--- src/sv/haar_dwt_2d_one_level_unit_assert.svh ---
// Assertion macros for the Haar DWT unit.
`ifndef HAAR_DWT_2D_ONE_LEVEL_UNIT_ASSERT_SVH
`define HAAR_DWT_2D_ONE_LEVEL_UNIT_ASSERT_SVH

`ifndef SYNTH
// expr must never hold outside reset
`define HDWT_ASSERT_NEVER(label, clk, rst_n, expr, msg) \
    label: assert property (@(posedge clk) disable iff (!rst_n) !(expr)) \
        else $error(msg);
// ante implies cons in the same cycle
`define HDWT_ASSERT_IMPL(label, clk, rst_n, ante, cons, msg) \
    label: assert property (@(posedge clk) disable iff (!rst_n) (ante) |-> (cons)) \
        else $error(msg);
`else
`define HDWT_ASSERT_NEVER(label, clk, rst_n, expr, msg)
`define HDWT_ASSERT_IMPL(label, clk, rst_n, ante, cons, msg)
`endif

`endif

--- src/sv/hdwt_ram.sv ---
`default_nettype none

module hdwt_ram #(
    parameter int WIDTH = 8,
    parameter int DEPTH = 2
) (
    input  wire logic                     i_clk,
    input  wire logic                     i_we,
    input  wire logic [$clog2(DEPTH)-1:0] i_waddr,
    input  wire logic [WIDTH-1:0]         i_wdata,
    input  wire logic                     i_re,
    input  wire logic [$clog2(DEPTH)-1:0] i_raddr,
    output logic      [WIDTH-1:0]         o_rdata
);

    logic [WIDTH-1:0] r_mem [DEPTH];
    logic [WIDTH-1:0] r_rdata;

    always_ff @(posedge i_clk) begin
        if (i_we) begin
            r_mem[i_waddr] <= i_wdata;
        end
        if (i_re) begin
            r_rdata <= r_mem[i_raddr];
        end
    end

    assign o_rdata = r_rdata;

endmodule

`default_nettype wire

--- config.mk ---
export PLATFORM = sky130hd
export DESIGN_NAME = hdwt_ram
export DESIGN_NICKNAME = d
export VERILOG_FILES = /design/src/sv/haar_dwt_2d_one_level_unit_assert.svh /design/src/sv/hdwt_ram.sv
export SDC_FILE = /design/constraint.sdc
export NUM_CORES = 1
export LEC_CHECK = 0
export BUFFER_PORTS_ARGS = -buffer_cell sky130_fd_sc_hd__buf_2
export CAP_MARGIN = 15
export CORE_MARGIN = 2
export CORE_UTILIZATION = 35
export DETAILED_ROUTE_END_ITERATION = 8
export SLEW_MARGIN = 30
export SYNTH_ARGS = -nofsm -noshare
export SYNTH_HDL_FRONTEND = slang
export SYNTH_SLANG_ARGS = --single-unit
--- constraint.sdc ---
create_clock -name i_clk -period 0.93 [get_ports i_clk]
set_clock_uncertainty 0.05 [all_clocks]
set_input_delay 0.0465 -clock i_clk [delete_from_list [all_inputs] [get_ports i_clk]]
set_output_delay 0.0465 -clock i_clk [all_outputs]
set_load 0.1 [all_outputs]
# --- Word level (Yosys, flattened, before mapping) ---
# Memory sizes are Yosys's and may differ from the RTL's. A register that Yosys moved wholly into a read port is not among the register bits.
# Cells that the tools add are included.
op_classes:
  n_mux: 2
ops:
  columns: ["op", "count"]
  rows:
  - ["two-way mux 1 bit", 2]
totals:
  out_inout_bits: 8
  inputBits: 13
  memories: 1
  mem_bits_rw: 16
  ff_bits: 0
  word_cells: 3
mem_list:
  columns: ["memory", "depth", "width", "read_ports", "rd_clocked_by_memory_dff", "wr", "line", "source"]
  rows:
  - ["r_mem", 2, 8, 1, 1, 1, "hdwt_ram.sv:16", "logic [WIDTH-1:0] r_mem [DEPTH];"]

# --- Depth between registers and ports, before layout ---
# Gate-level depths: netlist (run 1).
logic_depth:
  depth_word: 2
  mapped_depth: 2
  ltp_nobuf: 1

# --- Worst setup path after synthesis (run 1) ---
# No wires, ideal clock.
synth_path:
  path_kind: "register to output"
  from: "register r_rdata[0] (netlist: o_rdata[0]), read port of r_mem"
  to: "output o_rdata[0]"
  t_arrival_ns: 0.904
  path_stages_with_launch: 1
  t_required_ns: 0.833
  path_slack_ns: -0.071
  path_buffers: 0
  path_cell_list: "edfxtp_1"
synth_rtl:
  columns: ["element", "line", "source"]
  rows:
  - ["from (decl)", "hdwt_ram.sv:17", "logic [WIDTH-1:0] r_rdata;"]
  - ["to (decl)", "hdwt_ram.sv:13", "output logic [WIDTH-1:0] o_rdata"]
# No word-level cell between the ends.

# --- Final worst setup path (run 1) ---
layout_path:
  from: "register r_rdata[4] (netlist: o_rdata[4]), read port of r_mem"
  to: "output o_rdata[4]"
# No word-level cell between the ends.

==> impl_metrics.toml, run 1 <==
[cts]
insertion_delay_ns = 0.30
cts_buffer_depth = 2
postCtsSetupRepairBufs = 0
ctsResizeCount = 0
cts_root_buffer = "clkbuf_4"
numCtsBuffers = 3
htree_levels = 1
cts.sinks = 24
cts_tree = "done"
clkSlewWorstSetupHoldPaths_ns = 0.11

[placed_design]
dp.cells = 86
port_buffers = 20
gp_congestion = 0.6138
dpl-instance-area_mm2 = 0.001126

[grt]
first_global_vias = 368
antenna_found_initial = 0
grt_first_pass_wirelength_mm = 1.462
grt_max_degree = 14
grt_usage = 0.07888
grt_overflow = 0

[synthesis]
yosysTopAreaCell = "edfxtp_1"
synth-simple-area-share = 0.01447
ys_async_sr_fraction = 0
yosysWarnings = 0
syn_inst = 35
synth_fa_ha_area_frac = 0
synth_top_area_share = 0.8336
synth_cell_types = 5
netlist_area_um2 = 864.6
synth.mux.area_fraction = 0.1389
ys.flop_type = "edfxtp_1"
synth_compound_area_frac = 0
syn_nets = 48
synth_top_family_by_area = "multiplexers"
synth.avg_cell_area_um2 = 24.70
synth.area.top_cells = "edfxtp_1 (83%), mux2_4 (14%), buf_6 (1.3%)"
synthXorXnorAreaFrac = 0
yosys-top-cells-count = "edfxtp_1 (24), mux2_4 (8), and2_1 (1), buf_6 (1), nor2b_1 (1)"
synth_seq_cells = 24
seq_area_frac_synth = 0.8336
synth_edf_count = 24
yosysMostFrequentCell = "edfxtp_1"

[timing]
maxSlewHeadroom = 0.8365
period_minus_slack_ns = 1.021
hold_slack_ns = 0.01542
setup_ws_ns = -0.09086
finalSetupViolations = 13
final.period_utilization = 1.098
rsz0062_at_grt = "yes"
finalSetupTns_ns = -0.7627
finalHoldViolCount = 0
clock.fmax_mhz = 979.6
slew_violations = 0
worst_pin_slew_ns = 0.2452

[min_path]
min_to = "o_rdata[6]$_DFFE_PP_"
worstHoldStart = "i_re"
min_path_cells = 1
hold_path_class = "in2reg"

[floorplanning]
row_count = 18
initial_core_util = 0.3588
io_pins = 21
dieArea_mm2 = 0.002884
die_h_um = 53.70
core_mm2 = 0.002410
die-width_um = 53.70

[critical_path]
critPathLaunchType = "flip-flop"
worstReg2RegStart = "r_mem[0][2]$_DFFE_PP_"
path_buf_inv = 1
r2r_slack_ns = -0.03
path_depth = 1
rr_endpoint = "o_rdata[2]$_DFFE_PP_"
critPathMaxStageDelay_ns = 0.43
critical_path_required_ns = 0.83
crit_slowest_cell = "edfxtp_1"
critPathMaxFanout = 1
cp.arrival_ns = 0.92
rr_worst_depth = 1
path_class = "reg2out"
critical-path-top-delay-family = "flip-flops"
worstSetupEndpointType = "output port"
worstPathCellList = "buf_12"

[final_layout]
drive_above_1_share = 0.4853
fin_area_mm2 = 0.001232
diodes = 0
finalNonFillerCells = 98
syn_to_final_growth_pct = 42.55
fin_nets = 82

[drt]
drc = 0
ant_nets = 0
viasPerCell = 4.153
routed_wl_mm = 1.015
wl_per_cell_um = 10.36
vias = 407
firstDrtPassIters = 2
drt_iter0_markers = 1

[run]
cap_viol_max_count = 0

[outcome]
violations = "setup timing"
status = "finished with violations"

[power]
p_leak_uw = 0.0004804
peakVddDrop_mv = 0.9859
p_per_area_mw_per_mm2 = 1759
[worst max path at each step]
stage	start	slack, ns	to
after floorplan	o_rdata[0]$_DFFE_PP_	-0.07	o_rdata[0]
after global placement	r_mem[0][3]$_DFFE_PP_	0.005	o_rdata[3]$_DFFE_PP_
after detailed placement	r_mem[1][4]$_DFFE_PP_	-0.02	o_rdata[4]$_DFFE_PP_
after CTS	o_rdata[4]$_DFFE_PP_	-0.11	o_rdata[4]
after global routing	o_rdata[4]$_DFFE_PP_	-0.13	o_rdata[4]
final	o_rdata[4]$_DFFE_PP_	-0.09	o_rdata[4]
[metal layers]
layer | global-route usage | part of all wire | wire (um) | vias to the layer above
li1 | - | - | - | 202
met1 | 0.07246 | 0.38 | 381 | 187
met2 | 0.1341 | 0.55 | 556 | 14
met3 | 0.008333 | 0.031 | 31 | 4
met4 | 0.1026 | 0.043 | 44 | 0
met5 | 0 | 0 | 0 | -
[timing repair]
| item | CTS | global route |
|---|---|---|
| endpoints found under the setup margin | 13 | 15 |
| endpoints found under the hold margin | 16 | 0 |
| hold buffers | 8 | 0 |
[cell type report]
| cell class | instances | area, um2 |
|---|---|---|
| clock inverters | 1 | 3.754 |
| clock buffers | 3 | 22.52 |
| multi-input cells | 10 | 132.6 |
| fillers | 197 | 1177 |
| repair buffers | 30 | 315.3 |
| flip-flops and latches | 24 | 720.7 |
| well taps | 30 | 37.54 |
[kinds of logic after synthesis]
kind of cell  count (synthesis)
mux                           8
flops                        24
buf+inv                       1
simple gates                  2
[flip-flops by register name, indices dropped and copies added, names as in the netlist]
name and count:
o_rdata 8, r_mem 16
[report_power, final]
part	internal (uW)	switching, uW	total [uW]	leakage [uW]
Combinational	186	241	428	0.000237
Sequential	1280	33.3	1310	0.000228
Clock	156	272	429	0.0000154
Total	1620	547	2170	0.000480
[layout by cell type (no fill, tap or decap)]
cell and n:
edfxtp_1 24, buf_2 12, mux2_4 8, dlygate4sd3_1 8, buf_12 8, clkbuf_4 3, buf_4 2, nor2b_1 1
and2_1 1, clkinv_1 1
[through the flow]
step | power, uW | utilization | setup slack [ns]
after global routing | 2242 | 0.5114 | -0.1304
after detailed placement | 1743 | 0.4673 | -0.01529
final | 2168 | 0.5114 | -0.09086
after global placement | 1736 | 0.4673 | 0.005344
after CTS | 2190 | 0.5114 | -0.1115
after floorplan | 1578 | - | -0.07052
Power figures use the tool's default switching activity.
==> run 2, diff against run 1 <==
Settings changed: ABC_AREA set to 1.
==> impl_metrics.toml, run 2 <==
[cts]
insertion_delay_ns = 0.31
htree_levels = 1
clkSlewWorstSetupHoldPaths_ns = 0.12
postCtsSetupRepairBufs = 0
numCtsBuffers = 3
cts.sinks = 24
cts_tree = "done"
cts_root_buffer = "clkbuf_4"
cts_buffer_depth = 2

[critical_path]
critPathLaunchType = "flip-flop"
path_class = "reg2out"
worstPathCellList = "buf_12"
critPathMaxStageDelay_ns = 0.44
critPathMaxFanout = 1
path_buf_inv = 1
critical_path_required_ns = 0.83
cp.arrival_ns = 0.94
worstSetupEndpointType = "output port"
crit_slowest_cell = "edfxtp_1"
critical-path-top-delay-family = "flip-flops"

[final_layout]
syn_to_final_growth_pct = 42.56
diodes = 0
final_common_cell = "nand2_1"
final_util = 0.5367
largest_reg_flops = 16
fillers = 189
drive_above_1_share = 0.2907
fin_nets = 100
layout_common_cells = "nand2_1 (25), edfxtp_1 (24), buf_2 (12)"
regMostFlops = "r_mem"

[timing]
worst_pin_slew_ns = 0.3044
final.period_utilization = 1.110
maxSlewHeadroom = 0.7968
finalHoldViolCount = 0
rsz0062_at_grt = "yes"
period_minus_slack_ns = 1.032
finalSetupViolations = 8
setup_ws_ns = -0.1024
clock.fmax_mhz = 968.6
slew_violations = 0

[floorplanning]
die-width_um = 53.02
row_count = 17
core_mm2 = 0.002233
dieArea_mm2 = 0.002811
initial_core_util = 0.3765
die_h_um = 53.02
io_pins = 21

[synthesis]
ys_async_sr_fraction = 0
seq_area_frac_synth = 0.8571
yosysTopAreaCell = "edfxtp_1"
synth_top_area_share = 0.8571
yosysWarnings = 0
yosys-top-cells-count = "nand2_1 (25), edfxtp_1 (24), inv_1 (2)"
ys.flop_type = "edfxtp_1"
syn_inst = 54
syn_nets = 67
yosysMostFrequentCell = "nand2_1"
netlist_area_um2 = 840.8
synth_cell_types = 6
synth_seq_cells = 24
synth_edf_count = 24
synth.avg_cell_area_um2 = 15.57
synth.area.top_cells = "edfxtp_1 (86%), nand2_1 (11%), buf_6 (1.3%)"

[grt]
first_global_vias = 454
grt_overflow = 0
grt_max_degree = 14
grt_first_pass_wirelength_mm = 1.952
grt_usage = 0.1075
antenna_found_initial = 0

[drt]
top_layer = "met4"
vias = 500
drt_iter0_markers = 6
wl_per_cell_um = 11.13
drc = 0
wl_met2_um = 609
firstDrtPassIters = 4
viasPerCell = 4.386
m1WireLength_um = 506
ant_nets = 0
wl_met3_um = 114
routed_wl_mm = 1.269

[power]
swShare = 0.2662
comb_power_share = 0.186
switchingPower_uw = 574.3
intPower_uw = 1583
peakVddDrop_mv = 1.003
p_per_area_mw_per_mm2 = 1800
p_leak_uw = 0.0004972
clkPwrFrac = 0.208
p_seq_frac = 0.606

[placed_design]
port_buffers = 20
dp_slack_ns = 0.1035
gp_congestion = 0.6426

[outcome]
status = "finished with violations"
violations = "setup timing"

[min_path]
hold_path_class = "in2reg"

[run]
cap_viol_max_count = 0
[run 2: power by group through the flow]
stage	sequential, uW	clock, uW	combinational (uW)
global placement	1330	0	374
CTS	1310	457	405
finish	1310	448	402
global route	1310	508	424
floorplan	1500	0	49.8
detailed placement	1330	0	379
[run 2: worst register-to-register path, stage by stage (launching register included)]
cell and delay [ns]:
edfxtp_1 0.40, nand2_1 0.08, nand2_1 0.05
[run 2: metal layers]
layer  global-route usage  vias to the layer above
met4              0.08974                        0
met3              0.04237                        4
li1                     -                      246
met5                    0                        -
met2               0.1750                       23
met1               0.1061                      227
[run 2: timing repair]
item                                    4_1_cts  5_1_grt
hold buffers                                  8        0
resized for setup                             0        0
hold endpoints to repair                     16        0
endpoints found under the setup margin        8        8
[run 2: stage by stage]
step	cell area (um2)	TNS [ns]	power (uW)	std cells	hold WS, ns
2_1_floorplan	840.8	-0.5641	1549	54	0.09537
3_3_place_gp	1092	0	1704	102	0.1872
3_5_place_dp	1092	0	1712	102	0.1878
4_1_cts	1199	-0.8703	2170	114	0.0007638
5_1_grt	1199	-1.140	2247	114	0.003293
6_report	1199	-0.7786	2157	114	0.002177
[run 2: logic make-up (layout without fill, tap and decap cells)]
kind of cell,Yosys count,in the layout,synth area share
simple gates,26,26,0.1161
flops,24,24,0.8571
buf+inv,4,36,0.02678
[run 2: path summary, 6_finish.rpt]
check	from	endpoint	slack [ns]	cells past startpoint
hold reg to reg	r_mem[0][4]$_DFFE_PP_	o_rdata[4]$_DFFE_PP_	0.48	2
setup reg to reg	r_mem[0][6]$_DFFE_PP_	o_rdata[6]$_DFFE_PP_	0.13	2
hold / removal	i_re	o_rdata[3]$_DFFE_PP_	0.002	1
setup / recovery	o_rdata[5]$_DFFE_PP_	o_rdata[5]	-0.10	1
[run 2: final cells by class]
type / instances / area (um2) / share of cell area
clock buffer: 3 / 22.52 / 0.01879
clock inverter: 1 / 3.754 / 0.003132
inverter: 3 / 11.26 / 0.009395
multi-input combinational: 26 / 97.59 / 0.08142
sequential: 24 / 720.7 / 0.6013
tap: 28 / 35.03 / 0.02923
timing repair buffer: 29 / 307.8 / 0.2568
