[src/sv/haar_dwt_2d_one_level_unit_assert.svh]
// Assertion macros for the Haar DWT unit.
`ifndef HAAR_DWT_2D_ONE_LEVEL_UNIT_ASSERT_SVH
`define HAAR_DWT_2D_ONE_LEVEL_UNIT_ASSERT_SVH

`ifndef SYNTH
// expr must never hold outside reset
`define HDWT_ASSERT_NEVER(label, clk, rst_n, expr, msg) \
    label: assert property (@(posedge clk) disable iff (!rst_n) !(expr)) \
        else $error(msg);
// ante implies cons in the same cycle
`define HDWT_ASSERT_IMPL(label, clk, rst_n, ante, cons, msg) \
    label: assert property (@(posedge clk) disable iff (!rst_n) (ante) |-> (cons)) \
        else $error(msg);
`else
`define HDWT_ASSERT_NEVER(label, clk, rst_n, expr, msg)
`define HDWT_ASSERT_IMPL(label, clk, rst_n, ante, cons, msg)
`endif

`endif

[src/sv/hdwt_pkg.sv]
`default_nettype none

package hdwt_pkg;

    localparam int MAX_WIDTH_DEF = 1024;
    localparam int MAX_HEIGHT    = 1024;
    localparam int PIXEL_BITS    = 8;

    localparam int CFG_W      = 11;
    localparam int CFG_IDX_W  = 1;
    localparam int CFG_MIN    = 2;
    localparam int CFG_RESET  = 1024;

    localparam int ROW_W = $clog2(MAX_HEIGHT);
    localparam int HGT_W = $clog2(MAX_HEIGHT + 1);

    // Q0.16 form of 1/sqrt(2)
    localparam int COEF_W    = 16;
    localparam int HAAR_COEF = 46341;
    localparam logic signed [COEF_W:0] COEF_S = (COEF_W + 1)'(HAAR_COEF);

    localparam int HSUM_W = PIXEL_BITS + 1;
    localparam int HL_W   = COEF_W + HSUM_W;
    localparam int HH_W   = COEF_W + HSUM_W;
    localparam int PAIR_W = HL_W + HH_W;
    localparam int VS_W   = HL_W + 2;
    localparam int PROD_W = VS_W + COEF_W + 1;

    localparam int BAND_W     = 13;
    localparam int RND_SHIFT  = 28;
    localparam int ROUND_HALF = 1 << (RND_SHIFT - 1);

    typedef enum logic [CFG_IDX_W-1:0] {
        CFG_IMAGE_WIDTH  = 1'b0,
        CFG_IMAGE_HEIGHT = 1'b1
    } t_cfg_reg;

    // Row-pass result travelling from the row stage to the column stage
    typedef struct packed {
        logic [HL_W-1:0]        hlow;
        logic signed [HH_W-1:0] hhigh;
        logic                   row_odd;
        logic                   last;
    } t_row_item;

    // Q.32 to Q.4, round half up, wrapped to the band width
    function automatic logic [BAND_W-1:0] round_band(input logic signed [PROD_W-1:0] prod);
        logic signed [PROD_W-1:0] t;
        t = prod + PROD_W'(ROUND_HALF);
        return t[RND_SHIFT+BAND_W-1:RND_SHIFT];
    endfunction

endpackage

`default_nettype wire

[src/sv/hdwt_pix_if.sv]
`default_nettype none

interface hdwt_pix_if import hdwt_pkg::*; ();
    logic                  valid;
    logic                  ready;
    logic [PIXEL_BITS-1:0] pixel;

    modport source (output valid, output pixel, input ready);
    modport sink   (input valid, input pixel, output ready);
endinterface

`default_nettype wire

[src/sv/hdwt_row_pass.sv]
`default_nettype none

module hdwt_row_pass import hdwt_pkg::*; #(
    parameter int MAX_WIDTH = MAX_WIDTH_DEF
) (
    input  wire logic                                 i_clk,
    input  wire logic                                 i_rst_n,
    input  wire logic [$clog2(MAX_WIDTH+1)-1:0]       i_width,
    input  wire logic [HGT_W-1:0]                     i_height,
    input  wire logic                                 i_s1_take,
    hdwt_pix_if.sink                                  i_pix,
    output logic                                      o_s1_valid,
    output t_row_item                                 o_s1,
    output logic [$clog2(MAX_WIDTH/2)-1:0]            o_s1_idx
);

    localparam int WID_W = $clog2(MAX_WIDTH + 1);
    localparam int COL_W = $clog2(MAX_WIDTH);
    localparam int IDX_W = $clog2(MAX_WIDTH / 2);

    logic [COL_W-1:0]      r_col, n_col;
    logic [ROW_W-1:0]      r_row, n_row;
    logic [PIXEL_BITS-1:0] r_left;
    logic                  r_s1_valid;
    t_row_item             r_s1;
    logic [IDX_W-1:0]      r_s1_idx;

    logic [WID_W-1:0]        w_even;
    logic [HGT_W-1:0]        h_even;
    logic                    active;
    logic                    accept;
    logic                    last;
    logic [HSUM_W-1:0]       hsum;
    logic signed [HSUM_W-1:0] hdiff;
    logic [HL_W-1:0]         hlow;
    logic signed [HH_W-1:0]  hhigh;

    assign w_even = {i_width[WID_W-1:1], 1'b0};
    assign h_even = {i_height[HGT_W-1:1], 1'b0};

    // Only the odd pixel of a pair inside the even-sized window makes a row-pass result
    assign active = r_col[0] && (WID_W'(r_col) < w_even) && (HGT_W'(r_row) < h_even);
    assign last   = (WID_W'(r_col) == w_even - WID_W'(1))
                 && (HGT_W'(r_row) == h_even - HGT_W'(1));

    assign i_pix.ready = !r_s1_valid || i_s1_take || !active;
    assign accept      = i_pix.valid && i_pix.ready;

    assign hsum  = HSUM_W'(r_left) + HSUM_W'(i_pix.pixel);
    assign hdiff = $signed({1'b0, i_pix.pixel}) - $signed({1'b0, r_left});
    assign hlow  = HL_W'(HAAR_COEF) * HL_W'(hsum);
    assign hhigh = HH_W'(COEF_S) * HH_W'(hdiff);

    always_comb begin
        n_col = r_col;
        n_row = r_row;
        if (accept) begin
            if (WID_W'(r_col) + WID_W'(1) >= i_width) begin
                n_col = '0;
                n_row = (HGT_W'(r_row) + HGT_W'(1) >= i_height) ? '0 : r_row + ROW_W'(1);
            end else begin
                n_col = r_col + COL_W'(1);
            end
        end
    end

    always_ff @(posedge i_clk) begin
        if (!i_rst_n) begin
            r_col      <= '0;
            r_row      <= '0;
            r_left     <= '0;
            r_s1_valid <= 1'b0;
        end else begin
            r_col <= n_col;
            r_row <= n_row;
            if (accept && !r_col[0]) begin
                r_left <= i_pix.pixel;
            end
            if (accept && active) begin
                r_s1_valid <= 1'b1;
            end else if (i_s1_take) begin
                r_s1_valid <= 1'b0;
            end
        end
    end

    always_ff @(posedge i_clk) begin
        if (accept && active) begin
            r_s1.hlow    <= hlow;
            r_s1.hhigh   <= hhigh;
            r_s1.row_odd <= r_row[0];
            r_s1.last    <= last;
            r_s1_idx     <= r_col[IDX_W:1];
        end
    end

    assign o_s1_valid = r_s1_valid;
    assign o_s1       = r_s1;
    assign o_s1_idx   = r_s1_idx;

endmodule

`default_nettype wire

[src/flat_wrapper.sv]
// flat-port wrapper written by rule: the top's interface ports become plain ports
module hdwt_row_pass_flat import hdwt_pkg::*;
#(
    parameter int MAX_WIDTH = MAX_WIDTH_DEF
)
  (i_clk, i_rst_n, i_width, i_height, i_s1_take, o_s1_valid, o_s1, o_s1_idx, i_pix_valid, i_pix_pixel, i_pix_ready);
  hdwt_pix_if i_pix_i ();
  input  wire logic i_clk;
  input  wire logic i_rst_n;
  input  wire logic [$clog2(MAX_WIDTH+1)-1:0] i_width;
  input  wire logic [HGT_W-1:0] i_height;
  input  wire logic i_s1_take;
  output logic o_s1_valid;
  output t_row_item o_s1;
  output logic [$clog2(MAX_WIDTH/2)-1:0] o_s1_idx;
  input wire logic [$bits(i_pix_i.valid)-1:0] i_pix_valid;
  input wire logic [$bits(i_pix_i.pixel)-1:0] i_pix_pixel;
  output wire logic [$bits(i_pix_i.ready)-1:0] i_pix_ready;
  assign i_pix_i.valid = i_pix_valid;
  assign i_pix_i.pixel = i_pix_pixel;
  assign i_pix_ready = i_pix_i.ready;
  hdwt_row_pass #(.MAX_WIDTH(MAX_WIDTH)) u_core (.i_clk(i_clk), .i_rst_n(i_rst_n), .i_width(i_width), .i_height(i_height), .i_s1_take(i_s1_take), .i_pix(i_pix_i), .o_s1_valid(o_s1_valid), .o_s1(o_s1), .o_s1_idx(o_s1_idx));
endmodule
[config.mk]
export PLATFORM = sky130hd
export DESIGN_NAME = hdwt_row_pass_flat
export DESIGN_NICKNAME = d
export VERILOG_FILES = /design/src/sv/haar_dwt_2d_one_level_unit_assert.svh /design/src/sv/hdwt_pkg.sv /design/src/sv/hdwt_pix_if.sv /design/src/sv/hdwt_row_pass.sv /design/src/flat_wrapper.sv
export SDC_FILE = /design/constraint.sdc
export NUM_CORES = 1
export LEC_CHECK = 0
export ABC_AREA = 1
export BUFFER_PORTS_ARGS = -buffer_cell sky130_fd_sc_hd__buf_2
export CAP_MARGIN = 20
export CORE_ASPECT_RATIO = 0.75
export CORE_MARGIN = 1
export CORE_UTILIZATION = 27
export CTS_CLUSTER_SIZE = 25
export DETAILED_ROUTE_END_ITERATION = 16
export PLACE_DENSITY = 0.49
export SETUP_SLACK_MARGIN = 0.5
export SLEW_MARGIN = 20
export SYNTH_ARGS = -nofsm -noshare
export SYNTH_HDL_FRONTEND = slang
export SYNTH_SLANG_ARGS = --single-unit
[constraint.sdc]
create_clock -name i_clk -period 5.4 [get_ports i_clk]
set_input_delay 0.81 -clock i_clk [delete_from_list [all_inputs] [get_ports i_clk]]
set_output_delay 0.81 -clock i_clk [all_outputs]
set_load 0.1 [all_outputs]
### Word level (Yosys, flattened, before mapping)

Index checks and enable logic that the tools add are counted.

* word-level logic and storage cells: 42
* bits of input ports: 34
* register bits: 90

* $mul: 2
* equality and inequality tests: 2
* add/subtract/negate cells: 8
* reductions and logical operators: 13
* order comparisons: 4
* multiplexer cells: 4

Operator list (count)
* $mul A16 B9 Y25 const A: 1
* $mul A17 B9 Y25 const A: 1
* $add A10 B1 Y11 const B: 2
* $eq A10 B11 Y1: 2
* $ge A11 B11 Y1: 2
* $lt A10 B11 Y1: 2
* $sub A11 B1 Y11 const B: 2
* $add A10 B1 Y10 const B: 2
* $mux W10: 2
* $add A8 B8 Y9: 1
* $sub A8 B8 Y9: 1
* $logic_and A1 B1 Y1: 6
* $logic_not A1 Y1: 3
* $logic_or A1 B1 Y1: 2
* $mux W1: 2
* $reduce_and A2 Y1: 1
* $reduce_bool A2 Y1: 1

### Depth between registers and ports, before layout

* depth after elaboration: 8
* mapped depth: 29
* gate-level depth less buffers: 29

### Worst setup path before layout

OpenSTA, ideal clock, no wires.

* path type: input port to flip-flop
* from: in i_pix_pixel[0]
* to: reg u_core.r_s1 (netlist bit u_core.o_s1[22]) (data pin)
* required time: 5.138 ns
* buffers on the path: 0
* cell stages on the path: 23
* slack: -0.285 ns
* data arrival time: 5.423 ns
* cell sequence: inv_1 ha_1 inv_1 fa_1 nand3_1 nand2_1 a21oi_1 ha_1 xor2_1 ha_1 inv_1 fa_1 inv_1 fa_1 ha_1 ha_1 nand2_1 nor2_1 nor2_1 nand2_1 a21oi_1 o21ai_1 xor2_1

* longest elaborated chain between the ends: 2

Ends and longest elaborated chain
* start, declared: RTL line flat_wrapper.sv:17 `input wire logic [$bits(i_pix_i.pixel)-1:0] i_pix_pixel;`
* $sub A8 B8 Y9: RTL line hdwt_row_pass.sv:50 `assign hdiff = $signed({1'b0, i_pix.pixel}) - $signed({1'b0, r_left});`
* $mul A17 B9 Y25: RTL line hdwt_row_pass.sv:52 `assign hhigh = HH_W'(COEF_S) * HH_W'(hdiff);`
* named net u_core.hhigh[20]: RTL line hdwt_row_pass.sv:36 `logic signed [HH_W-1:0] hhigh;`
* end, declared: RTL line hdwt_row_pass.sv:25 `t_row_item r_s1;`

The timed path passes the listed nets, and every way through them passes these cells.
A chain may end at the register's enable or synchronous reset.

### Final worst setup path

* from: in i_pix_pixel[0]
* to: reg u_core.r_s1 (netlist bit u_core.o_s1[24]) (data pin)

Same word-level chain as after synthesis.

==> reports/qor.txt <==
Final worst path period need: 5080 ps
Worst Reg-to-Reg Cells: 28
Detailed Place HPWL: 22900 microns
WP depth: 30
Post-synthesis cell type count: 51
GP Congestion: 0.896
Reg clk slew, reported paths: 70 ps
Worst hold path class: flip-flop to flip-flop
CTS Buf Count: 9
First-pass GRT wire length: 45600 microns
Fraction of the yosys area taken by sequential cells: 0.237
Max stage delay on crit path: 520 ps
Post-Synthesis Cells: 1185
Max Fanout on Critical Path: 4
Hold_buf cts: 0
Slew margin rel.: 0.586
TritonCTS Sinks: 89
Setup TNS: 0 ps
Ys Warns: 0
Antenna viol nets, final: 0
GR Overflow Total: 0
Final Hold Viols: 0
Setup Skew: 16.7 ps
Core area: 36300 sq um
Routed wire length: 28400 microns
Clock latency on the worst-skew pair: 370 ps
Drt drc: 0
Most frequent cells in the layout: inv_1, ha_1, nand2_1, buf_4, buf_2
Top_reg_cell synth: edfxtp_1
Area of the multi-input gates: 7890 sq um
Via density: 4.50
Post-Syn Area: 10100 sq um
TritonCTS clock tree: done
Most common cell after layout, fill and taps aside: inv_1
Die ar.: 38000 sq um
Worst Setup End Kind: flip-flop
Worst R2R Start: u_core.r_left[0]
CP top delay family: adder cells
Mean Syn Cell Area: 8.48 sq um
Worst Hold Depth: 2
Largest net degree at the start of global routing: 36
RSZ-0062 raised after global routing: yes
Clock Path Buffers: 2
Slowest CP cell: fa_1
#FFs+latches synth: 89
Initial antenna violation count: 1
Starting Density: 0.277
Final layout net count: 1694
Initial DRC count: 417
Setup crit start: i_pix_pixel[0]
Filler cell count: 3684
Syn Nets: 1461
CP startpoint kind: input port
Buffers on Ports: 96
Status: finished clean
Layout overhead on the synthesized area: 36.5%
DR WL/cell: 14.8 microns
Worst Setup Path Type: input port to flip-flop
# IOs: 97
Max Cap Viol: 0
All-Layer GR Usage: 0.154
Critical Path AT: 5250 ps
Min-delay src: u_core.r_left[7]
Slew Viols, Final: 0
Final setup fails: 0
Number of global-route vias before repair: 8548
Share of cells above drive strength 1: 0.321
H-tree depth: 3
Die extent in y: 169 microns
Max Freq: 197 MHz
Final core utilization: 0.378
Die width: 225 microns
Critical Path RT: 5570 ps
EDFF count, synth: 60
Register area: 2380 sq um
WP buf/inv: 7
Routed via count: 8639
Worst-margin pin slew: 620 ps
Site Rows: 60
Root buf cell: clkbuf_16
Fraction of registers with async set/reset: 0
Period utilization: 0.941
Detailed Routing Iterations Pass 1: 5
==> flip-flops by register name (all words and copies together) (netlist names) <==
name,count
u_core.r_left,8
u_core.o_s1,51
u_core.r_row,10
u_core.o_s1_idx,9
u_core.o_s1_valid,1
u_core.r_col,10
==> synth_stat cells, types with 2 or more instances <==
master	instances	area, sq um
o21ai_0	31	155
nand3_2	2	20.0
clkbuf_1	2	7.51
clkbuf_8	2	27.5
inv_2	5	18.8
a21o_1	4	30.0
a21oi_1	73	365
dfxtp_1	29	581
buf_4	5	37.5
nor4_1	3	18.8
buf_2	3	15.0
and2_1	5	31.3
fa_1	46	921
o21ai_1	14	70.1
clkbuf_2	4	20.0
nand2_1	173	649
nand4_2	3	37.5
nor3_1	14	70.1
a21oi_2	3	26.3
nand3_1	74	370
a21boi_0	5	37.5
nand2_2	2	12.5
o21bai_1	10	75.1
nand3b_1	3	22.5
a31oi_1	3	18.8
xnor2_1	16	140
xor2_1	59	517
inv_1	219	822
nand4_1	19	119
o21a_1	3	22.5
nor2_1	72	270
xnor3_1	3	67.6
edfxtp_1	60	1800
ha_1	196	2450
nand2_4	2	22.5
buf_6	3	33.8
==> metal layers <==
layer | share of wire | track usage
met5 | 0 | 0
met2 | 0.41 | 0.221
met3 | 0.045 | 0.0274
met4 | 0.0076 | 0.0278
met1 | 0.53 | 0.237
==> tightest hold or removal path: cells and delay by family (launching register included) <==
kind	cells	cell delay, ps
AO/OA/AOI/OAI	1	60
buffers and inverters	1	80
flip-flops	1	310
==> cell families after synthesis <==
| logic type | count (synthesis) | share of synthesized area |
|---|---|---|
| adders and majority gates | 242 | 0.336 |
| AOI/OAI and AO/OA | 154 | 0.0869 |
| xor gates and xnor gates | 78 | 0.0721 |
| buffers and inverters | 243 | 0.0977 |
| and+or+nand+nor | 379 | 0.171 |
| DFF | 89 | 0.237 |
==> stage by stage <==
stage	instances	hold WS (ps)	setup WS, ps	instance area, sq um
after global placement	1874	480	-151	12400
final	1920	492	319	13700
after global routing	1919	529	171	13700
after detailed placement	1874	489	-171	12400
after CTS	1906	500	332	13200
after floorplan	1185	429	170	10500
==> path summary, 6_finish.rpt <==
kind | endpoint | slack [ps]
setup / recovery | u_core.o_s1[24] | 320
hold / removal | u_core.r_left[7] | 490
setup reg to reg | u_core.o_s1[24] | 400
hold reg to reg | u_core.r_left[7] | 490
==> final cells by class <==
| type | count | area share |
|---|---|---|
| Tap cell | 496 | 0.0452 |
| Inverter | 224 | 0.0620 |
| Sequential cell | 89 | 0.174 |
| Multi-Input combinational cell | 853 | 0.575 |
| Antenna cell | 1 | 0.000182 |
| Clock inverter | 5 | 0.00301 |
| Timing Repair Buffer | 241 | 0.122 |
| Clock buffer | 11 | 0.0192 |
==> repair_timing <==
item                       in CTS  in global routing
pin swaps                      61                 80
cloned                          0                  0
setup endpoints to repair      18                 22
resized for setup              64                 99
setup buffers                  16                 13
Power is left out: the tool's default activity adds up to more than one toggle a clock period on the data nets, which glitch-free logic cannot reach.
