## src/sv/haar_dwt_2d_one_level_unit_assert.svh

```systemverilog
// Assertion macros for the Haar DWT unit.
`ifndef HAAR_DWT_2D_ONE_LEVEL_UNIT_ASSERT_SVH
`define HAAR_DWT_2D_ONE_LEVEL_UNIT_ASSERT_SVH

`ifndef SYNTH
// expr must never hold outside reset
`define HDWT_ASSERT_NEVER(label, clk, rst_n, expr, msg) \
    label: assert property (@(posedge clk) disable iff (!rst_n) !(expr)) \
        else $error(msg);
// ante implies cons in the same cycle
`define HDWT_ASSERT_IMPL(label, clk, rst_n, ante, cons, msg) \
    label: assert property (@(posedge clk) disable iff (!rst_n) (ante) |-> (cons)) \
        else $error(msg);
`else
`define HDWT_ASSERT_NEVER(label, clk, rst_n, expr, msg)
`define HDWT_ASSERT_IMPL(label, clk, rst_n, ante, cons, msg)
`endif

`endif

```

## src/sv/hdwt_pkg.sv

```systemverilog
`default_nettype none

package hdwt_pkg;

    localparam int MAX_WIDTH_DEF = 1024;
    localparam int MAX_HEIGHT    = 1024;
    localparam int PIXEL_BITS    = 8;

    localparam int CFG_W      = 11;
    localparam int CFG_IDX_W  = 1;
    localparam int CFG_MIN    = 2;
    localparam int CFG_RESET  = 1024;

    localparam int ROW_W = $clog2(MAX_HEIGHT);
    localparam int HGT_W = $clog2(MAX_HEIGHT + 1);

    // Q0.16 form of 1/sqrt(2)
    localparam int COEF_W    = 16;
    localparam int HAAR_COEF = 46341;
    localparam logic signed [COEF_W:0] COEF_S = (COEF_W + 1)'(HAAR_COEF);

    localparam int HSUM_W = PIXEL_BITS + 1;
    localparam int HL_W   = COEF_W + HSUM_W;
    localparam int HH_W   = COEF_W + HSUM_W;
    localparam int PAIR_W = HL_W + HH_W;
    localparam int VS_W   = HL_W + 2;
    localparam int PROD_W = VS_W + COEF_W + 1;

    localparam int BAND_W     = 13;
    localparam int RND_SHIFT  = 28;
    localparam int ROUND_HALF = 1 << (RND_SHIFT - 1);

    typedef enum logic [CFG_IDX_W-1:0] {
        CFG_IMAGE_WIDTH  = 1'b0,
        CFG_IMAGE_HEIGHT = 1'b1
    } t_cfg_reg;

    // Row-pass result travelling from the row stage to the column stage
    typedef struct packed {
        logic [HL_W-1:0]        hlow;
        logic signed [HH_W-1:0] hhigh;
        logic                   row_odd;
        logic                   last;
    } t_row_item;

    // Q.32 to Q.4, round half up, wrapped to the band width
    function automatic logic [BAND_W-1:0] round_band(input logic signed [PROD_W-1:0] prod);
        logic signed [PROD_W-1:0] t;
        t = prod + PROD_W'(ROUND_HALF);
        return t[RND_SHIFT+BAND_W-1:RND_SHIFT];
    endfunction

endpackage

`default_nettype wire

```

## src/sv/hdwt_coef_if.sv

```systemverilog
`default_nettype none

interface hdwt_coef_if import hdwt_pkg::*; ();
    logic                     valid;
    logic                     ready;
    logic [BAND_W-1:0]        band_ll;
    logic signed [BAND_W-1:0] band_lh;
    logic signed [BAND_W-1:0] band_hl;
    logic signed [BAND_W-1:0] band_hh;
    logic                     frame_end;

    modport source (output valid, output band_ll, output band_lh, output band_hl,
                    output band_hh, output frame_end, input ready);
    modport sink   (input valid, input band_ll, input band_lh, input band_hl,
                    input band_hh, input frame_end, output ready);
endinterface

`default_nettype wire

```

## src/sv/hdwt_col_pass.sv

```systemverilog
`default_nettype none

module hdwt_col_pass import hdwt_pkg::*; (
    input  wire logic              i_clk,
    input  wire logic              i_rst_n,
    input  wire logic              i_load,
    input  wire t_row_item         i_item,
    input  wire logic [PAIR_W-1:0] i_top_pair,
    output logic                   o_s2_free,
    hdwt_coef_if.source            o_coef
);

    logic                     r_s2_valid;
    logic [HL_W-1:0]          r_s2_hl;
    logic signed [HH_W-1:0]   r_s2_hh;
    logic                     r_s2_last;

    logic                     r_s3_valid;
    logic signed [PROD_W-1:0] r_p_ll, r_p_lh, r_p_hl, r_p_hh;
    logic                     r_s3_last;

    logic                     r_out_valid;
    logic [BAND_W-1:0]        r_ll, r_lh, r_hl, r_hh;
    logic                     r_last;

    logic                     s2_take, s3_take;
    logic [HL_W-1:0]          top_hl;
    logic signed [HH_W-1:0]   top_hh;
    logic signed [VS_W-1:0]   cur_l, cur_h, up_l, up_h;
    logic signed [VS_W-1:0]   s_ll, s_lh, s_hl, s_hh;

    assign s3_take   = r_s3_valid && (!r_out_valid || o_coef.ready);
    assign s2_take   = r_s2_valid && (!r_s3_valid || s3_take);
    assign o_s2_free = !r_s2_valid || s2_take;

    // The store read data lines up with the S2 registers
    assign top_hl = i_top_pair[PAIR_W-1:HH_W];
    assign top_hh = $signed(i_top_pair[HH_W-1:0]);

    assign cur_l = VS_W'($signed({1'b0, r_s2_hl}));
    assign up_l  = VS_W'($signed({1'b0, top_hl}));
    assign cur_h = VS_W'(r_s2_hh);
    assign up_h  = VS_W'(top_hh);

    assign s_ll = up_l + cur_l;
    assign s_lh = cur_l - up_l;
    assign s_hl = up_h + cur_h;
    assign s_hh = cur_h - up_h;

    always_ff @(posedge i_clk) begin
        if (!i_rst_n) begin
            r_s2_valid  <= 1'b0;
            r_s3_valid  <= 1'b0;
            r_out_valid <= 1'b0;
        end else begin
            if (i_load) begin
                r_s2_valid <= 1'b1;
            end else if (s2_take) begin
                r_s2_valid <= 1'b0;
            end
            if (s2_take) begin
                r_s3_valid <= 1'b1;
            end else if (s3_take) begin
                r_s3_valid <= 1'b0;
            end
            if (s3_take) begin
                r_out_valid <= 1'b1;
            end else if (o_coef.ready) begin
                r_out_valid <= 1'b0;
            end
        end
    end

    always_ff @(posedge i_clk) begin
        if (i_load) begin
            r_s2_hl   <= i_item.hlow;
            r_s2_hh   <= i_item.hhigh;
            r_s2_last <= i_item.last;
        end
        if (s2_take) begin
            r_p_ll    <= PROD_W'(COEF_S) * PROD_W'(s_ll);
            r_p_lh    <= PROD_W'(COEF_S) * PROD_W'(s_lh);
            r_p_hl    <= PROD_W'(COEF_S) * PROD_W'(s_hl);
            r_p_hh    <= PROD_W'(COEF_S) * PROD_W'(s_hh);
            r_s3_last <= r_s2_last;
        end
        if (s3_take) begin
            r_ll   <= round_band(r_p_ll);
            r_lh   <= round_band(r_p_lh);
            r_hl   <= round_band(r_p_hl);
            r_hh   <= round_band(r_p_hh);
            r_last <= r_s3_last;
        end
    end

    assign o_coef.valid     = r_out_valid;
    assign o_coef.band_ll   = r_ll;
    assign o_coef.band_lh   = $signed(r_lh);
    assign o_coef.band_hl   = $signed(r_hl);
    assign o_coef.band_hh   = $signed(r_hh);
    assign o_coef.frame_end = r_last;

endmodule

`default_nettype wire

```

## src/flat_wrapper.sv

```systemverilog
// flat-port wrapper written by rule: the top's interface ports become plain ports
module hdwt_col_pass_flat import hdwt_pkg::*;
  (i_clk, i_rst_n, i_load, i_item, i_top_pair, o_s2_free, o_coef_valid, o_coef_band_ll, o_coef_band_lh, o_coef_band_hl, o_coef_band_hh, o_coef_frame_end, o_coef_ready);
  hdwt_coef_if o_coef_i ();
  input  wire logic i_clk;
  input  wire logic i_rst_n;
  input  wire logic i_load;
  input  wire t_row_item i_item;
  input  wire logic [PAIR_W-1:0] i_top_pair;
  output logic o_s2_free;
  output wire logic [$bits(o_coef_i.valid)-1:0] o_coef_valid;
  output wire logic [$bits(o_coef_i.band_ll)-1:0] o_coef_band_ll;
  output wire logic [$bits(o_coef_i.band_lh)-1:0] o_coef_band_lh;
  output wire logic [$bits(o_coef_i.band_hl)-1:0] o_coef_band_hl;
  output wire logic [$bits(o_coef_i.band_hh)-1:0] o_coef_band_hh;
  output wire logic [$bits(o_coef_i.frame_end)-1:0] o_coef_frame_end;
  input wire logic [$bits(o_coef_i.ready)-1:0] o_coef_ready;
  assign o_coef_valid = o_coef_i.valid;
  assign o_coef_band_ll = o_coef_i.band_ll;
  assign o_coef_band_lh = o_coef_i.band_lh;
  assign o_coef_band_hl = o_coef_i.band_hl;
  assign o_coef_band_hh = o_coef_i.band_hh;
  assign o_coef_frame_end = o_coef_i.frame_end;
  assign o_coef_i.ready = o_coef_ready;
  hdwt_col_pass u_core (.i_clk(i_clk), .i_rst_n(i_rst_n), .i_load(i_load), .i_item(i_item), .i_top_pair(i_top_pair), .o_s2_free(o_s2_free), .o_coef(o_coef_i));
endmodule
```

## config.mk

```make
export PLATFORM = sky130hd
export DESIGN_NAME = hdwt_col_pass_flat
export DESIGN_NICKNAME = d
export VERILOG_FILES = /design/src/sv/haar_dwt_2d_one_level_unit_assert.svh /design/src/sv/hdwt_pkg.sv /design/src/sv/hdwt_coef_if.sv /design/src/sv/hdwt_col_pass.sv /design/src/flat_wrapper.sv
export SDC_FILE = /design/constraint.sdc
export NUM_CORES = 2
export LEC_CHECK = 0
export BUFFER_PORTS_ARGS = -buffer_cell sky130_fd_sc_hd__buf_2
export CAP_MARGIN = 5
export CORE_ASPECT_RATIO = 1.75
export CORE_MARGIN = 5
export CORE_UTILIZATION = 55
export CTS_CLUSTER_DIAMETER = 40
export DETAILED_ROUTE_END_ITERATION = 10
export PLACE_DENSITY_LB_ADDON = 0.12
export REMOVE_ABC_BUFFERS = 1
export SLEW_MARGIN = 20
export SYNTH_ARGS = -nofsm -noshare
export SYNTH_HDL_FRONTEND = slang
export SYNTH_SLANG_ARGS = --single-unit
```

## constraint.sdc

```tcl
create_clock -name i_clk -period 10.2 [get_ports i_clk]
set_input_delay 2.04 -clock i_clk [delete_from_list [all_inputs] [get_ports i_clk]]
set_output_delay 2.04 -clock i_clk [all_outputs]
set_load 0.02 [all_outputs]
```

Yosys cells after proc, flatten, opt, wreduce, memory -nomap -nowiden
Cells that the tools add are included.
{"block": "word_totals", "elab_cells": 45, "reg_bits": 272}
{"block": "op_classes", "reduce_logical": 11, "n_mul": 4, "n_addsub": 8, "muxes": 6}
{"cell": "41-bit by 29-bit adder with 41-bit output (second input constant)", "count": 4}
{"cell": "17-bit by 26-bit multiplier with 41-bit output (first input constant)", "count": 3}
{"cell": "25-bit by 25-bit adder with 26-bit output", "count": 2}
{"cell": "25-bit by 25-bit subtractor with 26-bit output", "count": 2}
{"cell": "16-bit by 26-bit multiplier with 41-bit output (first input constant)", "count": 1}
{"cell": "1-bit 2-to-1 mux", "count": 6}
{"cell": "2-bit nonzero test", "count": 3}
{"cell": "1-bit logical NOT", "count": 3}
{"cell": "1-bit logical OR", "count": 3}
{"cell": "1-bit logical AND", "count": 2}

Logic depth before layout (Yosys ltp)
{"block": "logic_depth", "depth_word": 7, "ltp_mapped": 36}

Worst setup path before layout
No wires, ideal clock.
{"block": "synth_timing", "path_kind": "input to register", "startpoint": "in i_top_pair[30]", "endpoint": "reg u_core.r_p_lh[40] (data pin)", "path_buffers": 1, "arrival_time_ns": 10.312, "stages": 31, "setup_ns": 0.270, "setup_slack_ns": -0.381, "cell_sequence": "inv_1 -> ha_1 -> buf_2 -> o21a_1 -> o21ai_0 -> nand2b_1 -> and3_1 -> a221oi_2 -> o41ai_1 -> o211a_1 -> a221oi_2 -> o21bai_1 -> a21oi_1 -> ha_1 -> inv_1 -> fa_1 -> inv_1 -> fa_1 -> fa_1 -> fa_1 -> inv_1 -> fa_1 -> inv_1 -> ha_1 -> a21oi_1 -> a41oi_1 -> o41a_1 -> a21o_1 -> a21oi_1 -> o21ba_2 -> xnor3_1"}
{"block": "synth_via", "elab_chain_cells": 2}
{"element": "start: declaration", "line": "flat_wrapper.sv:9", "rtl": "input wire logic [PAIR_W-1:0] i_top_pair;"}
{"element": "25-bit by 25-bit subtractor with 26-bit output", "line": "hdwt_col_pass.sv:46", "rtl": "assign s_lh = cur_l - up_l;"}
{"element": "17-bit by 26-bit multiplier with 41-bit output", "line": "hdwt_col_pass.sv:82", "rtl": "r_p_lh <= PROD_W'(COEF_S) * PROD_W'(s_lh);"}
{"element": "end signal: assignment", "line": "hdwt_col_pass.sv:82"}
{"element": "end: declaration", "line": "hdwt_col_pass.sv:19", "rtl": "logic signed [PROD_W-1:0] r_p_ll, r_p_lh, r_p_hl, r_p_hh;"}
Every way passes these cells.
A chain may end at the register's enable or synchronous reset.

Worst setup path after layout
{"block": "layout_timing", "startpoint": "in i_top_pair[25]", "endpoint": "reg u_core.r_p_lh[40] (data pin)"}
The elaborated chain is that of the path after synthesis.

==> flow_summary.json <==
{
  "outcome": "finished clean",
  "die_height_microns": 348,
  "relSlewSlack": 0.399,
  "fmaxAchievable_mhz": 102,
  "dr.first_iter.drc_count": 683,
  "grt-ovfl-total": 0,
  "io_buffers": 159,
  "grt_pass1_wl_microns": 133000,
  "ys_types": 82,
  "r2r_setup_slack_ns": 1.69,
  "place_congestion": 0.936,
  "synth_top_area_cell": "ha_1",
  "seq_area_frac_synth": 0.137,
  "chipWidth_microns": 203,
  "synth-edff-count": 161,
  "met3_length_microns": 2890,
  "core_region_area_sq_mm": 0.0645,
  "ys_warn_count": 0,
  "synth_xor_area_frac": 0.0653,
  "syn_area_sq_mm": 0.0358,
  "synthAdderAreaFrac": 0.548,
  "yosysMostFrequentCell": "inv_1",
  "synth-async-reset-ratio": 0,
  "cp_max_fo": 4,
  "drc": 0,
  "muxShareOfSynthArea": 0.000594,
  "crit_path_top_delay_cell": "fa_1",
  "syn_inst": 3621,
  "tightest_slew_ns": 0.895,
  "viasPerCell": 5.16,
  "end_kind": "flop",
  "setup_viol": 0,
  "routedWlPerCell_microns": 16.4,
  "dp_hpwl_microns": 71000,
  "critPathLaunchType": "input pin",
  "grt_max_degree": 58,
  "cts_tree": "built",
  "hold_viol_final": 0,
  "std_cell_rows": 123,
  "synth_area_leaders": "ha_1 28%, fa_1 27%, edfxtp_1 14%",
  "synth-compound-area-share": 0.0758,
  "cts_root_buffer": "clkbuf_16",
  "cp_common_cell": "fa_1",
  "ys_ff_latch": 164,
  "crit_arrival_ns": 10.05,
  "fin_nets": 5402,
  "wirelength_microns": 79500,
  "yosys.area_share.simple": 0.0593,
  "drv_slew": 0,
  "first_pass_iters": 5,
  "numCtsBuffers": 17,
  "ioPinCount": 161,
  "top_layer_used": "met5",
  "antenna_found_initial": 4,
  "clk_path_buf_depth": 2,
  "synth_top_family_by_area": "adder cells",
  "postLayoutCoreUtil": 0.621,
  "groute.usage.overall": 0.238,
  "drv_cap": 0,
  "clkTransAtPathRegs_ns": 0.08,
  "area_delta_synth_final_pct": 11.9,
  "cp_data_required_time_ns": 10.45,
  "crit_type": "input pin to flop",
  "netlist.area_leader.share": 0.279,
  "hold_path.class": "flop to flop",
  "synth_commonest_cells": "1051 x inv_1, 798 x ha_1, 482 x fa_1",
  "critPathMaxStageDelay_ns": 0.57,
  "period_needed_ns": 9.80,
  "final_antenna_net_count": 0,
  "syn_avg_cell_area_sq_um": 9.89,
  "initial_utilization": 0.555,
  "wl_met1_microns": 30800,
  "clock_latency_ns": 0.52,
  "synth_ff_type": "edfxtp_1",
  "layout-drive-gt1-share": 0.119,
  "die_area_sq_mm": 0.0705,
  "htree_levels": 4,
  "first_global_vias": 27300,
  "wl_met2_microns": 42300,
  "cts_sinks": 164,
  "vias": 25000,
  "fin_worst_skew_ns": 0.0213,
  "rsz0062_at_grt": "no",
  "min_period_over_period": 0.961
}
-- what timing repair did --
item	CTS	global route
buffers inserted	0	2
hold buffers	0	0
gates resized for setup	0	11
endpoints found under the setup margin	0	6
-- area by class of cell --
| class | instances | area, sq um |
|---|---|---|
| Clock inverter | 15 | 186 |
| Clock buffer | 17 | 425 |
| Tap cell | 812 | 1020 |
| Sequential cell | 164 | 4890 |
| Timing Repair Buffer | 404 | 2660 |
| Multi-Input combinational cell | 2375 | 26900 |
| Antenna cell | 3 | 7.51 |
| Fill cell | 5558 | 24400 |
| Inverter | 1054 | 3960 |
-- critical path, delay by kind of cell --
| family | cells | cell delay [ns] |
|---|---|---|
| XOR/XNOR | 1 | 0.28 |
| multiplexers | 1 | 0.36 |
| AO/OA/AOI/OAI | 16 | 3.10 |
| buffers and inverters | 5 | 0.34 |
| AND/OR/NAND/NOR | 3 | 0.26 |
| adder cells (fa/ha/maj) | 9 | 3.69 |
-- cells by family after synthesis --
group	count (synthesis)
adder cells (fa/ha/maj)	1280
AO/OA/AOI/OAI	398
XOR/XNOR	262
flip-flops	164
buffers and inverters	1082
AND/OR/NAND/NOR	433
multiplexers	2
-- metal layers --
metal / vias to the layer above / GRT usage
met5: - / 0
met4: 2 / 0.101
met3: 145 / 0.0331
met2: 372 / 0.445
met1: 12200 / 0.270
li1: 12300 / -
-- sequential cells by signal (all words and copies together), names as in the netlist --
signal and cells:
u_core.o_coef.band_ll 13, u_core.r_p_lh 14, u_core.o_coef.frame_end 1, u_core.o_coef.band_lh 13, u_core.r_s2_valid 1, u_core.o_coef.valid 1, u_core.r_s2_last 1, u_core.r_s2_hh 25
u_core.o_coef.band_hl 13, u_core.o_coef.band_hh 13, u_core.r_p_hh 14, u_core.r_s3_last 1, u_core.r_s3_valid 1, u_core.r_p_ll 14, u_core.r_s2_hl 25, u_core.r_p_hl 14
-- metrics by stage --
stage	area (sq um)	worst slack, ns	hold WS (ns)	cells	TNS [ns]
5_1_grt	40000	0.0309	0.447	4841	0
3_5_place_dp	39400	-0.334	0.416	4807	-1.19
2_1_floorplan	35700	-0.377	0.400	3593	-0.386
4_1_cts	40000	0.206	0.437	4839	0
6_report	40100	0.400	0.429	4844	0
3_3_place_gp	39400	-0.294	0.417	4807	-0.661
-- cell usage in the layout (no fill, tap or decap), drive strengths merged, types with 11 or more instances in the layout --
cell type	synthesis	layout
inv	1051	1059
ha	798	798
fa	482	482
buf	7	404
xnor2	193	193
edfxtp	161	161
nor2	127	127
a21oi	123	123
nand2	77	77
xor2	67	67
o21ai	62	62
a21o	53	53
nand3	51	51
nor3	30	30
and3	29	29
nor2b	29	29
o21bai	26	26
nand2b	23	23
nand4	22	22
o21a	18	18
clkbuf	21	17
a211oi	11	11
and2	11	11
or3	11	11
-- worst paths after layout --
path	from	end	depth (start not counted)
setup reg to reg	u_core.r_s2_hh[1]	u_core.r_p_hh[40]	33
hold / removal	u_core.r_s3_last	u_core.o_coef.frame_end	0
setup / recovery	i_top_pair[25]	u_core.r_p_lh[40]	35
hold reg to reg	u_core.r_s3_last	u_core.o_coef.frame_end	0
Power is not shown: default switching activity piles up to over one toggle a cycle in this logic, so the estimate is an artifact.
